**config.mk**
```make
export PLATFORM = sky130hd
export DESIGN_NAME = stepper_step_pulse_generator_unit
export DESIGN_NICKNAME = d
export VERILOG_FILES = /design/src/sv/sspg_pkg.sv /design/src/sv/sspg_ctrl.sv /design/src/sv/sspg_datapath.sv /design/src/sv/stepper_step_pulse_generator_unit.sv
export SDC_FILE = /design/constraint.sdc
export NUM_CORES = 2
export LEC_CHECK = 0
export ABC_AREA = 1
export CORE_ASPECT_RATIO = 0.5
export CORE_MARGIN = 2
export CORE_UTILIZATION = 45
export CTS_BUF_LIST = sky130_fd_sc_hd__clkbuf_2
export CTS_CLUSTER_DIAMETER = 50
export DETAILED_ROUTE_END_ITERATION = 6
export DONT_BUFFER_PORTS = 1
export GPL_TIMING_DRIVEN = 0
export HOLD_SLACK_MARGIN = 0.12
export SYNTH_ARGS = -nofsm -noshare
export SYNTH_HDL_FRONTEND = slang
export SYNTH_HIERARCHICAL = 1
export SYNTH_SLANG_ARGS = --single-unit
```
**constraint.sdc**
```tcl
create_clock -name clk -period 7.4 [get_ports clk]
set_clock_uncertainty 0.05 [all_clocks]
set_input_delay 1.48 -clock clk [delete_from_list [all_inputs] [get_ports clk]]
set_output_delay 1.48 -clock clk [all_outputs]
set_load 0.01 [all_outputs]
```
**src/sv/sspg_pkg.sv**
```systemverilog
// Shared types and constants for the step/direction pulse generator.
`timescale 1ns / 1ps

package sspg_pkg;

    // Fixed field widths
    localparam int FREQ_W    = 20;
    localparam int RATE_W    = 16;
    localparam int INC_W     = 17;
    localparam int POS_W     = 32;
    localparam int CNT_IN_W  = 32;
    localparam int PROD_W    = CNT_IN_W + FREQ_W;   // |wait| * frequency
    localparam int DIV_CNT_W = $clog2(PROD_W);
    localparam int PADDR_W   = 3;
    localparam int PDATA_W   = 32;

    // Reset values of the settings and the rate
    localparam logic [FREQ_W-1:0] FREQ_RESET = 20'd100000;
    localparam logic [INC_W-1:0]  INC_RESET  = 17'd20000;

    // Register indexes (paddr[2])
    localparam logic REG_FREQ  = 1'b0;
    localparam logic REG_MICRO = 1'b1;

    typedef enum logic [1:0] {
        OP_TICK  = 2'd0,
        OP_MOVE  = 2'd1,
        OP_GOTO  = 2'd2,
        OP_PAUSE = 2'd3
    } op_t;

    typedef enum logic [1:0] {
        MODE_IDLE       = 2'd0,
        MODE_DIR_ASSERT = 2'd1,
        MODE_STEPPING   = 2'd2
    } mode_t;

    typedef enum logic [1:0] {
        DIR_FORWARDS  = 2'd0,
        DIR_BACKWARDS = 2'd1,
        DIR_PAUSED    = 2'd2
    } dir_t;

    typedef enum logic {
        CS_IDLE = 1'b0,
        CS_DIV  = 1'b1
    } ctl_state_t;

    typedef struct packed {
        op_t                       op;
        logic signed [CNT_IN_W-1:0] count;
        logic [RATE_W-1:0]         rate;
    } req_item_t;

    typedef struct packed {
        logic                    step_out;
        logic                    dir_out;
        logic                    microstep_out;
        logic                    busy_res;
        logic signed [POS_W-1:0] position;
        logic                    done_res;
    } rsp_item_t;

    // Controller to datapath
    typedef struct packed {
        logic take;       // request accepted this cycle
        logic div_step;   // one quotient bit
        logic div_last;   // final quotient bit, load step budget
    } ctl_cmd_t;

    // Datapath to controller
    typedef struct packed {
        logic pause_req;  // pending request is a timed pause
    } ctl_sts_t;

endpackage

```
**src/sv/sspg_ctrl.sv**
```systemverilog
// Controller: request/response handshake and pause divider sequencing.
`timescale 1ns / 1ps

module sspg_ctrl
(
    input  logic                clk,
    input  logic                rst_n,
    input  logic                req_valid,
    output logic                req_stall,
    output logic                rsp_valid,
    input  logic                rsp_stall,
    input  sspg_pkg::ctl_sts_t  sts,
    output sspg_pkg::ctl_cmd_t  cmd
);

    sspg_pkg::ctl_state_t state_reg, state_next;
    logic [sspg_pkg::DIV_CNT_W-1:0] cnt_reg, cnt_next;
    logic rsp_valid_reg, rsp_valid_next;
    logic take;
    logic last;

    // State and counters
    always_ff @(posedge clk or negedge rst_n)
    begin
        if (!rst_n)
        begin
            state_reg     <= sspg_pkg::CS_IDLE;
            cnt_reg       <= '0;
            rsp_valid_reg <= 1'b0;
        end
        else
        begin
            state_reg     <= state_next;
            cnt_reg       <= cnt_next;
            rsp_valid_reg <= rsp_valid_next;
        end
    end

    // Accept only when idle and the response slot frees up
    assign req_stall = (state_reg != sspg_pkg::CS_IDLE) || (rsp_valid_reg && rsp_stall);
    assign take      = req_valid && !req_stall;
    assign last      = (cnt_reg == sspg_pkg::DIV_CNT_W'(sspg_pkg::PROD_W - 1));
    assign rsp_valid = rsp_valid_reg;

    // Next state and commands
    always_comb
    begin
        state_next   = state_reg;
        cnt_next     = cnt_reg;
        cmd.take     = take;
        cmd.div_step = 1'b0;
        cmd.div_last = 1'b0;

        if (take)
            rsp_valid_next = 1'b1;
        else if (!rsp_stall)
            rsp_valid_next = 1'b0;
        else
            rsp_valid_next = rsp_valid_reg;

        case (state_reg)
            sspg_pkg::CS_IDLE:
            begin
                cnt_next = '0;
                if (take && sts.pause_req)
                    state_next = sspg_pkg::CS_DIV;
            end
            sspg_pkg::CS_DIV:
            begin
                cmd.div_step = 1'b1;
                cmd.div_last = last;
                cnt_next     = cnt_reg + 1'b1;
                if (last)
                    state_next = sspg_pkg::CS_IDLE;
            end
            default:
            begin
                state_next = sspg_pkg::CS_IDLE;
            end
        endcase
    end

endmodule

```
**src/sv/sspg_datapath.sv**
```systemverilog
// Datapath: motion state, rate accumulator, pause divider, settings and response register.
`timescale 1ns / 1ps

module sspg_datapath
#(
    parameter int COUNT_WIDTH = 32,
    parameter int ACC_WIDTH   = 32
)
(
    input  logic                              clk,
    input  logic                              rst_n,
    input  sspg_pkg::req_item_t               req,
    output sspg_pkg::rsp_item_t               rsp,
    input  sspg_pkg::ctl_cmd_t                cmd,
    output sspg_pkg::ctl_sts_t                sts,
    input  logic                              psel,
    input  logic                              penable,
    input  logic                              pwrite,
    input  logic [sspg_pkg::PADDR_W-1:0]      paddr,
    input  logic [sspg_pkg::PDATA_W-1:0]      pwdata,
    output logic [sspg_pkg::PDATA_W-1:0]      prdata
);

    localparam int BIG_W = (COUNT_WIDTH > sspg_pkg::PROD_W) ? COUNT_WIDTH : sspg_pkg::PROD_W;
    localparam int CMP_W = (ACC_WIDTH > sspg_pkg::FREQ_W) ? ACC_WIDTH : sspg_pkg::FREQ_W;
    localparam logic [COUNT_WIDTH-1:0] CNT_ONES = '1;
    localparam logic [ACC_WIDTH-1:0]   ACC_ONES = '1;

    // Settings
    logic [sspg_pkg::FREQ_W-1:0] freq_reg;
    logic                        micro_reg;

    // Motion state
    sspg_pkg::mode_t             mode_reg, mode_next;
    sspg_pkg::dir_t              dir_reg, dir_next;
    logic [COUNT_WIDTH-1:0]      steps_reg, steps_next;
    logic [sspg_pkg::POS_W-1:0]  pos_reg, pos_next;
    logic [ACC_WIDTH-1:0]        acc_reg, acc_next;
    logic [sspg_pkg::INC_W-1:0]  inc_reg, inc_next;
    logic                        step_reg, step_next;
    logic                        dirpin_reg, dirpin_next;
    logic                        done_next;

    // Pause divider
    logic [sspg_pkg::PROD_W-1:0] quo_reg, quo_next;
    logic [sspg_pkg::RATE_W-1:0] rem_reg, rem_next;
    logic [sspg_pkg::RATE_W:0]   trial;
    logic [sspg_pkg::RATE_W:0]   trial_sub;
    logic                        trial_ge;
    logic                        div_zero;
    logic [sspg_pkg::PROD_W-1:0] prod;
    logic [BIG_W-1:0]            quo_wide;
    logic [COUNT_WIDTH-1:0]      quo_sat;

    // Response register
    sspg_pkg::rsp_item_t         rsp_reg, rsp_next;

    // Request decode
    logic [sspg_pkg::CNT_IN_W-1:0] cnt_u;
    logic [sspg_pkg::CNT_IN_W-1:0] cnt_mag;
    logic [sspg_pkg::CNT_IN_W:0]   diff;
    logic [sspg_pkg::CNT_IN_W:0]   diff_mag;
    logic [BIG_W-1:0]              budget_wide;
    logic [COUNT_WIDTH-1:0]        budget_sat;

    // Accumulator arithmetic
    logic [ACC_WIDTH:0]            acc_sum;
    logic [ACC_WIDTH-1:0]          acc_sat;
    logic [CMP_W-1:0]              acc_cmp;
    logic [CMP_W-1:0]              freq_cmp;
    logic [CMP_W-1:0]              acc_red;

    logic                          wr_en;

    assign sts.pause_req = (req.op == sspg_pkg::OP_PAUSE);
    assign rsp           = rsp_reg;

    // Magnitudes of the move count and of the goto distance
    assign cnt_u    = req.count;
    assign cnt_mag  = cnt_u[sspg_pkg::CNT_IN_W-1] ? (32'd0 - cnt_u) : cnt_u;
    assign diff     = {cnt_u[sspg_pkg::CNT_IN_W-1], cnt_u}
                    - {pos_reg[sspg_pkg::POS_W-1], pos_reg};
    assign diff_mag = diff[sspg_pkg::CNT_IN_W] ? (33'd0 - diff) : diff;

    // Step budget saturates to the counter width
    assign budget_wide = (req.op == sspg_pkg::OP_GOTO) ? BIG_W'(diff_mag) : BIG_W'(cnt_mag);
    assign budget_sat  = (budget_wide > BIG_W'(CNT_ONES)) ? CNT_ONES
                                                          : budget_wide[COUNT_WIDTH-1:0];

    // Pause dividend: |wait| * frequency
    assign prod = cnt_mag * freq_reg;

    // Restoring divider, one quotient bit per cycle; divisor is the stored rate.
    // A zero divisor forces the budget to all ones of the counter width.
    assign trial     = {rem_reg, quo_reg[sspg_pkg::PROD_W-1]};
    assign trial_ge  = (trial >= {1'b0, inc_reg[sspg_pkg::RATE_W-1:0]});
    assign trial_sub = trial - {1'b0, inc_reg[sspg_pkg::RATE_W-1:0]};
    assign rem_next  = trial_ge ? trial_sub[sspg_pkg::RATE_W-1:0] : trial[sspg_pkg::RATE_W-1:0];
    assign quo_next  = {quo_reg[sspg_pkg::PROD_W-2:0], trial_ge};
    assign quo_wide  = BIG_W'(quo_next);
    assign div_zero  = (inc_reg[sspg_pkg::RATE_W-1:0] == '0);
    assign quo_sat   = (div_zero || (quo_wide > BIG_W'(CNT_ONES))) ? CNT_ONES
                                                                   : quo_wide[COUNT_WIDTH-1:0];

    // Saturating accumulator and threshold compare
    assign acc_sum  = {1'b0, acc_reg} + (ACC_WIDTH + 1)'(inc_reg);
    assign acc_sat  = acc_sum[ACC_WIDTH] ? ACC_ONES : acc_sum[ACC_WIDTH-1:0];
    assign acc_cmp  = CMP_W'(acc_sat);
    assign freq_cmp = CMP_W'(freq_reg);
    assign acc_red  = acc_cmp - freq_cmp;

    // Next motion state for the pending request
    always_comb
    begin
        mode_next   = mode_reg;
        dir_next    = dir_reg;
        steps_next  = steps_reg;
        pos_next    = pos_reg;
        acc_next    = acc_reg;
        inc_next    = inc_reg;
        step_next   = step_reg;
        dirpin_next = dirpin_reg;
        done_next   = 1'b0;

        case (req.op)
            sspg_pkg::OP_MOVE, sspg_pkg::OP_GOTO:
            begin
                if (req.op == sspg_pkg::OP_MOVE)
                    dir_next = cnt_u[sspg_pkg::CNT_IN_W-1] ? sspg_pkg::DIR_BACKWARDS
                                                           : sspg_pkg::DIR_FORWARDS;
                else
                    dir_next = diff[sspg_pkg::CNT_IN_W] ? sspg_pkg::DIR_BACKWARDS
                                                        : sspg_pkg::DIR_FORWARDS;
                step_next  = 1'b0;
                steps_next = budget_sat;
                acc_next   = '0;
                inc_next   = {1'b0, req.rate};
                mode_next  = sspg_pkg::MODE_DIR_ASSERT;
            end
            sspg_pkg::OP_PAUSE:
            begin
                // Budget is loaded when the divider finishes
                dir_next    = sspg_pkg::DIR_PAUSED;
                dirpin_next = 1'b0;
                acc_next    = '0;
                inc_next    = {1'b0, req.rate};
                mode_next   = sspg_pkg::MODE_STEPPING;
            end
            default:
            begin
                case (mode_reg)
                    sspg_pkg::MODE_DIR_ASSERT:
                    begin
                        dirpin_next = (dir_reg == sspg_pkg::DIR_FORWARDS);
                        mode_next   = sspg_pkg::MODE_STEPPING;
                    end
                    sspg_pkg::MODE_STEPPING:
                    begin
                        if (steps_reg == '0)
                        begin
                            mode_next = sspg_pkg::MODE_IDLE;
                            step_next = 1'b0;
                            done_next = 1'b1;
                        end
                        else if (dir_reg == sspg_pkg::DIR_PAUSED)
                        begin
                            steps_next = steps_reg - 1'b1;
                        end
                        else
                        begin
                            acc_next = acc_sat;
                            if (step_reg)
                            begin
                                step_next = 1'b0;
                            end
                            else if (acc_cmp >= freq_cmp)
                            begin
                                acc_next   = acc_red[ACC_WIDTH-1:0];
                                step_next  = 1'b1;
                                steps_next = steps_reg - 1'b1;
                                if (dir_reg == sspg_pkg::DIR_FORWARDS)
                                    pos_next = pos_reg + 1'b1;
                                else
                                    pos_next = pos_reg - 1'b1;
                            end
                        end
                    end
                    default:
                    begin
                        mode_next = mode_reg;
                    end
                endcase
            end
        endcase
    end

    // Response fields after the request
    always_comb
    begin
        rsp_next.step_out      = step_next;
        rsp_next.dir_out       = dirpin_next;
        rsp_next.microstep_out = micro_reg;
        rsp_next.busy_res      = (mode_next != sspg_pkg::MODE_IDLE);
        rsp_next.position      = pos_next;
        rsp_next.done_res      = done_next;
    end

    // Settings write and read
    assign wr_en  = psel && penable && pwrite;
    assign prdata = (paddr[2] == sspg_pkg::REG_MICRO) ? sspg_pkg::PDATA_W'(micro_reg)
                                                      : sspg_pkg::PDATA_W'(freq_reg);

    always_ff @(posedge clk or negedge rst_n)
    begin
        if (!rst_n)
        begin
            freq_reg  <= sspg_pkg::FREQ_RESET;
            micro_reg <= 1'b1;
        end
        else if (wr_en)
        begin
            if (paddr[2] == sspg_pkg::REG_FREQ)
                freq_reg <= pwdata[sspg_pkg::FREQ_W-1:0];
            else
                micro_reg <= pwdata[0];
        end
    end

    // Motion state registers
    always_ff @(posedge clk or negedge rst_n)
    begin
        if (!rst_n)
        begin
            mode_reg   <= sspg_pkg::MODE_IDLE;
            dir_reg    <= sspg_pkg::DIR_FORWARDS;
            steps_reg  <= '0;
            pos_reg    <= '0;
            acc_reg    <= '0;
            inc_reg    <= sspg_pkg::INC_RESET;
            step_reg   <= 1'b0;
            dirpin_reg <= 1'b0;
        end
        else if (cmd.take)
        begin
            mode_reg   <= mode_next;
            dir_reg    <= dir_next;
            steps_reg  <= steps_next;
            pos_reg    <= pos_next;
            acc_reg    <= acc_next;
            inc_reg    <= inc_next;
            step_reg   <= step_next;
            dirpin_reg <= dirpin_next;
        end
        else if (cmd.div_last)
        begin
            steps_reg <= quo_sat;
        end
    end

    // Divider and response payload
    always_ff @(posedge clk)
    begin
        if (cmd.take)
        begin
            quo_reg <= prod;
            rem_reg <= '0;
            rsp_reg <= rsp_next;
        end
        else if (cmd.div_step)
        begin
            quo_reg <= quo_next;
            rem_reg <= rem_next;
        end
    end

endmodule

```
**src/sv/stepper_step_pulse_generator_unit.sv**
```systemverilog
// Top level of the step/direction pulse generator.
// A response is registered and appears in the cycle after its request is accepted.
// Ticks, moves and gotos are accepted back to back unless the response is stalled;
// a timed pause holds req_stall while the restoring divider produces one bit
// of |wait|*frequency/precision per cycle.
// Reset: rst_n clears motion state, loads frequency 100000 and microstep 1.
`timescale 1ns / 1ps

module stepper_step_pulse_generator_unit
#(
    parameter int COUNT_WIDTH = 32,
    parameter int ACC_WIDTH   = 32
)
(
    input  logic                          clk,
    input  logic                          rst_n,
    input  logic                          req_valid,
    output logic                          req_stall,
    input  sspg_pkg::req_item_t           req,
    output logic                          rsp_valid,
    input  logic                          rsp_stall,
    output sspg_pkg::rsp_item_t           rsp,
    input  logic                          psel,
    input  logic                          penable,
    input  logic                          pwrite,
    input  logic [sspg_pkg::PADDR_W-1:0]  paddr,
    input  logic [sspg_pkg::PDATA_W-1:0]  pwdata,
    output logic [sspg_pkg::PDATA_W-1:0]  prdata,
    output logic                          pready
);

    sspg_pkg::ctl_cmd_t cmd;
    sspg_pkg::ctl_sts_t sts;

    assign pready = 1'b1;

    // Sequencer
    sspg_ctrl u_ctrl
    (
        .clk       (clk),
        .rst_n     (rst_n),
        .req_valid (req_valid),
        .req_stall (req_stall),
        .rsp_valid (rsp_valid),
        .rsp_stall (rsp_stall),
        .sts       (sts),
        .cmd       (cmd)
    );

    // Motion datapath
    sspg_datapath
    #(
        .COUNT_WIDTH (COUNT_WIDTH),
        .ACC_WIDTH   (ACC_WIDTH)
    )
    u_dp
    (
        .clk     (clk),
        .rst_n   (rst_n),
        .req     (req),
        .rsp     (rsp),
        .cmd     (cmd),
        .sts     (sts),
        .psel    (psel),
        .penable (penable),
        .pwrite  (pwrite),
        .paddr   (paddr),
        .pwdata  (pwdata),
        .prdata  (prdata)
    );

endmodule

```
# After elaboration in Yosys (flattened, before gate mapping)
# Index checks and enable logic that the tools add are counted.
word_totals:
  regBits: 252
  latchBits: 0
  ram_bits: 0
  rom_bits: 0
  output_inout_bits: 72
  mem_count: 0
classes:
  add_sub_neg: 10
  multipliers: 1
  div_mod_pow: 0
  order_cmp: 4
  n_eq_ne: 15
  n_shift: 0
  mux: 54
  bitwise_logic: 3
  n_reduce_logical: 25
op_table:
  columns: ["op", "n"]
  rows:
  - ["$mux W32", 24]
  - ["$gt A52 B32 Y1 const B", 2]
  - ["$mux W52", 2]
  - ["$mux W33", 2]
  - ["$pmux W32 S2", 1]
  - ["$sub A32 B1 Y32 const B", 2]
  - ["$mul A32 B20 Y52", 1]
  - ["$add A32 B16 Y33", 1]
  - ["$sub A1 B33 Y33 const A", 1]
  - ["$sub A32 B32 Y33", 1]
  - ["$add A32 B1 Y32 const B", 1]
  - ["$ge A32 B20 Y1", 1]
  - ["$logic_not A32 Y1", 1]
  - ["$sub A1 B32 Y32 const A", 1]
  - ["$sub A32 B20 Y32", 1]
  - ["$mux W20", 1]
  - ["$ge A17 B16 Y1", 1]
  - ["$logic_not A16 Y1", 1]
  - ["$mux W16", 1]
  - ["$sub A16 B16 Y16", 1]
  - ["$mux W1", 13]
  - ["$pmux W2 S2", 3]
  - ["$pmux W6 S2", 1]
  - ["$reduce_bool A2 Y1", 5]
  - ["23 further kinds", 43]

# Depth between registers and ports, before layout
depth:
  word_depth: 10
  ltp_mapped: 44
  depth_no_buf: 41

# By module
# The synthesis kept the hierarchy.
modules_own_cells:
  columns: ["module", "n_inst", "cells_per_inst", "area_each_um2", "seq_area_each_um2"]
  rows:
  - ["sspg_datapath", 1, 5912, 42190.5, 6486.2]
  - ["sspg_ctrl", 1, 48, 402.9, 200.2]
  - ["stepper_step_pulse_generator_unit", 1, 2, 11.3, 0.0]

# Worst setup path before layout
# OpenSTA, ideal clock, no wires.
synth_timing:
  path_kind: "input to register"
  from: "input req[16] (netlist name)"
  to: "register u_dp/quo_reg[49] (netlist name) (data pin)"
  arrival_ns: 9.392
  required_time_ns: 7.096
  setup_slack_ns: -2.295
  cell_stages: 41
  n_path_buf: 2
  cell_sequence: "clkbuf_1 > inv_1 > ha_1 > inv_1 > nor3_1 > inv_1 > nor2_1 > nand2_1 > nor2_1 > inv_1 > nor3_1 > a21oi_1 > xor2_1 > inv_1 > clkbuf_1 > nor2_1 > fa_1 > fa_1 > (+5 left out) > fa_1 > inv_1 > fa_1 > inv_1 > ha_1 > nand2_1 > nor2_1 > nand2_1 > nor4b_1 > nand2_1 > o211ai_1 > a21oi_1 > o21ai_0 > nand3b_1 > nand2_1 > nand2_1 > nand3_1 > nand2_1"
synth_between:
  elab_chain_cells: 4
synth_lines:
  columns: ["item", "line_no", "rtl"]
  rows:
  - ["from (decl)", "stepper_step_pulse_generator_unit.sv:19", "input sspg_pkg::req_item_t req,"]
  - ["$sub A1 B32 Y32", "sspg_datapath.sv:80", "assign cnt_mag = cnt_u[sspg_pkg::CNT_IN_W-1] ? (32'd0 - cnt_u) : cnt_u;"]
  - ["$mux W32 *", "sspg_datapath.sv:80", null]
  - ["$mul A32 B20 Y52 *", "sspg_datapath.sv:91", "assign prod = cnt_mag * freq_reg;"]
  - ["$mux W52 *", "sspg_datapath.sv:263", "if (cmd.take)"]
  - ["to (signal assigned)", "sspg_datapath.sv:265", "quo_reg <= prod;"]
  - ["to (signal assigned)", "sspg_datapath.sv:271", "quo_reg <= quo_next;"]
  - ["to (decl)", "sspg_datapath.sv:45", "logic [sspg_pkg::PROD_W-1:0] quo_reg, quo_next;"]
# Every way passes the cells marked *; elsewhere a longest branch is shown, timed or not.
# A chain may end at the register's enable or synchronous reset.

# Worst setup path after layout
layout_timing:
  from: "input req[16] (netlist name)"
  to: "register u_dp/quo_reg[36] (netlist name) (data pin)"
# Same word-level chain as after synthesis.

==> results.txt <==
Status: complete, but fails checks
Failing checks: DRC, capacitance limit, setup timing
Largest net degree at the start of global routing: 148
Mean post-synth cell area: 7.146 um2
Core Util, Final: 0.5209
Seq cells post-synth: 252
Cell variety after synth: 69
DP Area: 0.04509 mm2
Number of max-cap violations: 1
F_max: 121.3 MHz
Final Net Count: 7,119
Final setup violating endpoints: 29
Dominant synthesized flop cell: dfrtp_1
Crit path from: req[16]
Family with the most delay on the worst path: adder cells
Cell type with the largest total area after synthesis: fa_1
R2r worst-path depth: 28
Startpoint type of the worst setup path: input pin
Worst rel slew slack: 0.004346
FF-to-FF setup slack: -0.57 ns
Routed wirelength normalized by instance count: 22.66 um
Std-Cell Rows: 79
Root Buffer: clkbuf_2
Setup ws final: -0.8445 ns
Crit Path Category: input pin to register
Routed WL: 170,400 um
CTS tree: yes
Max FO, Critical Path: 6
Area Overhead vs Synth: 14.21%
Clock latency on the worst-skew pair: 1.31 ns
First-pass GRT wire length: 253,100 um
Detailed-route via count: 41,290
Critical Path Stages: 45
Async S/R FF share, synth: 0.5833
Fin. max-slew vios: 0
Top-count cell post-synth: nand2_1
Reg2reg start: u_dp/freq_reg[5]
CP max stage delay: 0.60 ns
Vias in the first global route: 40,780
Die X: 439.2 um
Tcrit/Tclk final: 1.114
DR pass1 iterations: 7
WHS: 0.2760 ns
RSZ-0062 raised after global routing: yes
Critical Path End Type: register
DR vias/cell: 5.490
Largest register FFs: 52
Final worst path period need: 8.245 ns
CP endpoint: u_dp/quo_reg[36]
Worst Max-Slew Pin Slew: 1.493 ns
Post-route setup TNS: -18.89 ns
Worst-path clk slew: 0.09 ns
Max Root-Sink Buffers: 3
Post-Synthesis Cells: 5,962
HPWL Detailed: 136,700 um
Critical Path AT: 9.21 ns
Die height: 221.6 um
Mapped cell area: 0.04260 mm2
Routability Congestion: 0.9950
FILL cells: 9,299
Register area share after synthesis: 0.1569
Initial Util: 0.4561
Most used cell, CP: inv_2
WP data required: 8.36 ns
Clk sinks: 252
Hold WC Path Type: input pin to register
Proportion of layout cells with a drive suffix above 1: 0.1357
Hold Fails Final Rpt: 0
Boundary Pins: 164
Number of enable flip-flop cells after synthesis: 89
H-tree Lvls: 3
Design Area, Final: 0.04866 mm2
Crit Reg-Reg Endpoint: u_dp/quo_reg[49]
Grt total ovfl: 0
Synth cell count leaders: 1,517 x nand2_1, 1,130 x inv_1, 688 x nor2_1
Post-DRT Antenna Nets: 0
CP bufs+invs: 14
Slowest-stage cell, CP: fa_2
Yosys synthesis warning count: 6
I/O Buffers: 0
DRC viols: 2
Initial antenna violation count: 13
Number of DRC markers in iteration 0: 3,708
Die area: 0.09730 mm2
Yosys top cell area share: 0.2542
All-Layer GR Usage: 0.3497
Total CTS buffers: 74
Synth area leaders: fa_1 25%, nand2_1 13%, inv_1 10%, ha_1 8.4%, dfrtp_1 7.9%
Core area: 0.09341 mm2
[cells in the final DEF, fill, tap and decap left out, types with 102 or more instances in the layout]
cell / n
nand2_1: 1450
inv_1: 1067
nor2_1: 636
fa_1: 514
ha_1: 253
o21ai_0: 226
nand3_1: 222
a21oi_1: 188
buf_4: 151
dfrtp_1: 133
clkbuf_2: 122
clkbuf_1: 102
[through the flow]
stage,instances,setup WS (ns)
2_1_floorplan,5973,-1.521
3_3_place_gp,7228,-3.472
3_5_place_dp,7230,-3.417
4_1_cts,7472,-0.6121
5_1_grt,7521,-0.8802
6_report,7522,-0.8445
[routing by layer]
metal	up-vias	routed length, um	track usage
li1	18920	-	-
met1	20250	74650	0.4994
met2	1838	70500	0.5096
met3	275	19600	0.1008
met4	8	5652	0.1075
met5	-	50	0
[kinds of logic (layout without fill, tap and decap cells)]
kind of cell / after synthesis / in the layout / share of synthesized area
other: 2 / 22 / 0.0001763
and+or+nand+nor: 2677 / 2677 / 0.2594
DFF: 252 / 252 / 0.1569
adders and majority gates: 828 / 828 / 0.3385
buffers and inverters: 1360 / 1645 / 0.1234
AOI/OAI and AO/OA: 701 / 701 / 0.09219
xor gates and xnor gates: 142 / 142 / 0.02937
[how the worst min path moves through the flow]
stage | start | endpoint | slack [ns] | cells after the start
2_1_floorplan | u_dp/rem_reg[15] | u_dp/rem_reg[15] | 0.38 | 2
3_3_place_gp | u_dp/rem_reg[15] | u_dp/rem_reg[15] | 0.39 | 2
3_5_place_dp | u_dp/rem_reg[15] | u_dp/rem_reg[15] | 0.41 | 2
4_1_cts | req[1] | u_dp/inc_reg[1] | 0.13 | 2
5_1_grt | req[1] | u_dp/inc_reg[1] | 0.15 | 2
6_report | req[1] | u_dp/inc_reg[1] | 0.28 | 2
[cell type report]
| type | instances | area [um2] | area share |
|---|---|---|---|
| Sequential cell | 252 | 6689 | 0.1375 |
| Multi-Input combinational cell | 4361 | 32620 | 0.6705 |
| Inverter | 1163 | 4476 | 0.09198 |
| Buffer | 192 | 1190 | 0.02445 |
| Tap cell | 1255 | 1570 | 0.03227 |
| Clock inverter | 26 | 166.4 | 0.003420 |
| Antenna cell | 9 | 22.52 | 0.0004629 |
| Timing Repair Buffer | 155 | 1375 | 0.02826 |
| Clock buffer | 109 | 545.5 | 0.01121 |
[repair_timing]
item,CTS,global route
pin swaps,108,88
setup buffers,99,43
hold buffers,13,0
hold endpoints to repair,158,0
resized for setup,314,147
endpoints found under the setup margin,41,37
Power is left out: the tool's default activity adds up to more than one toggle a clock period on the data nets, which glitch-free logic cannot reach.
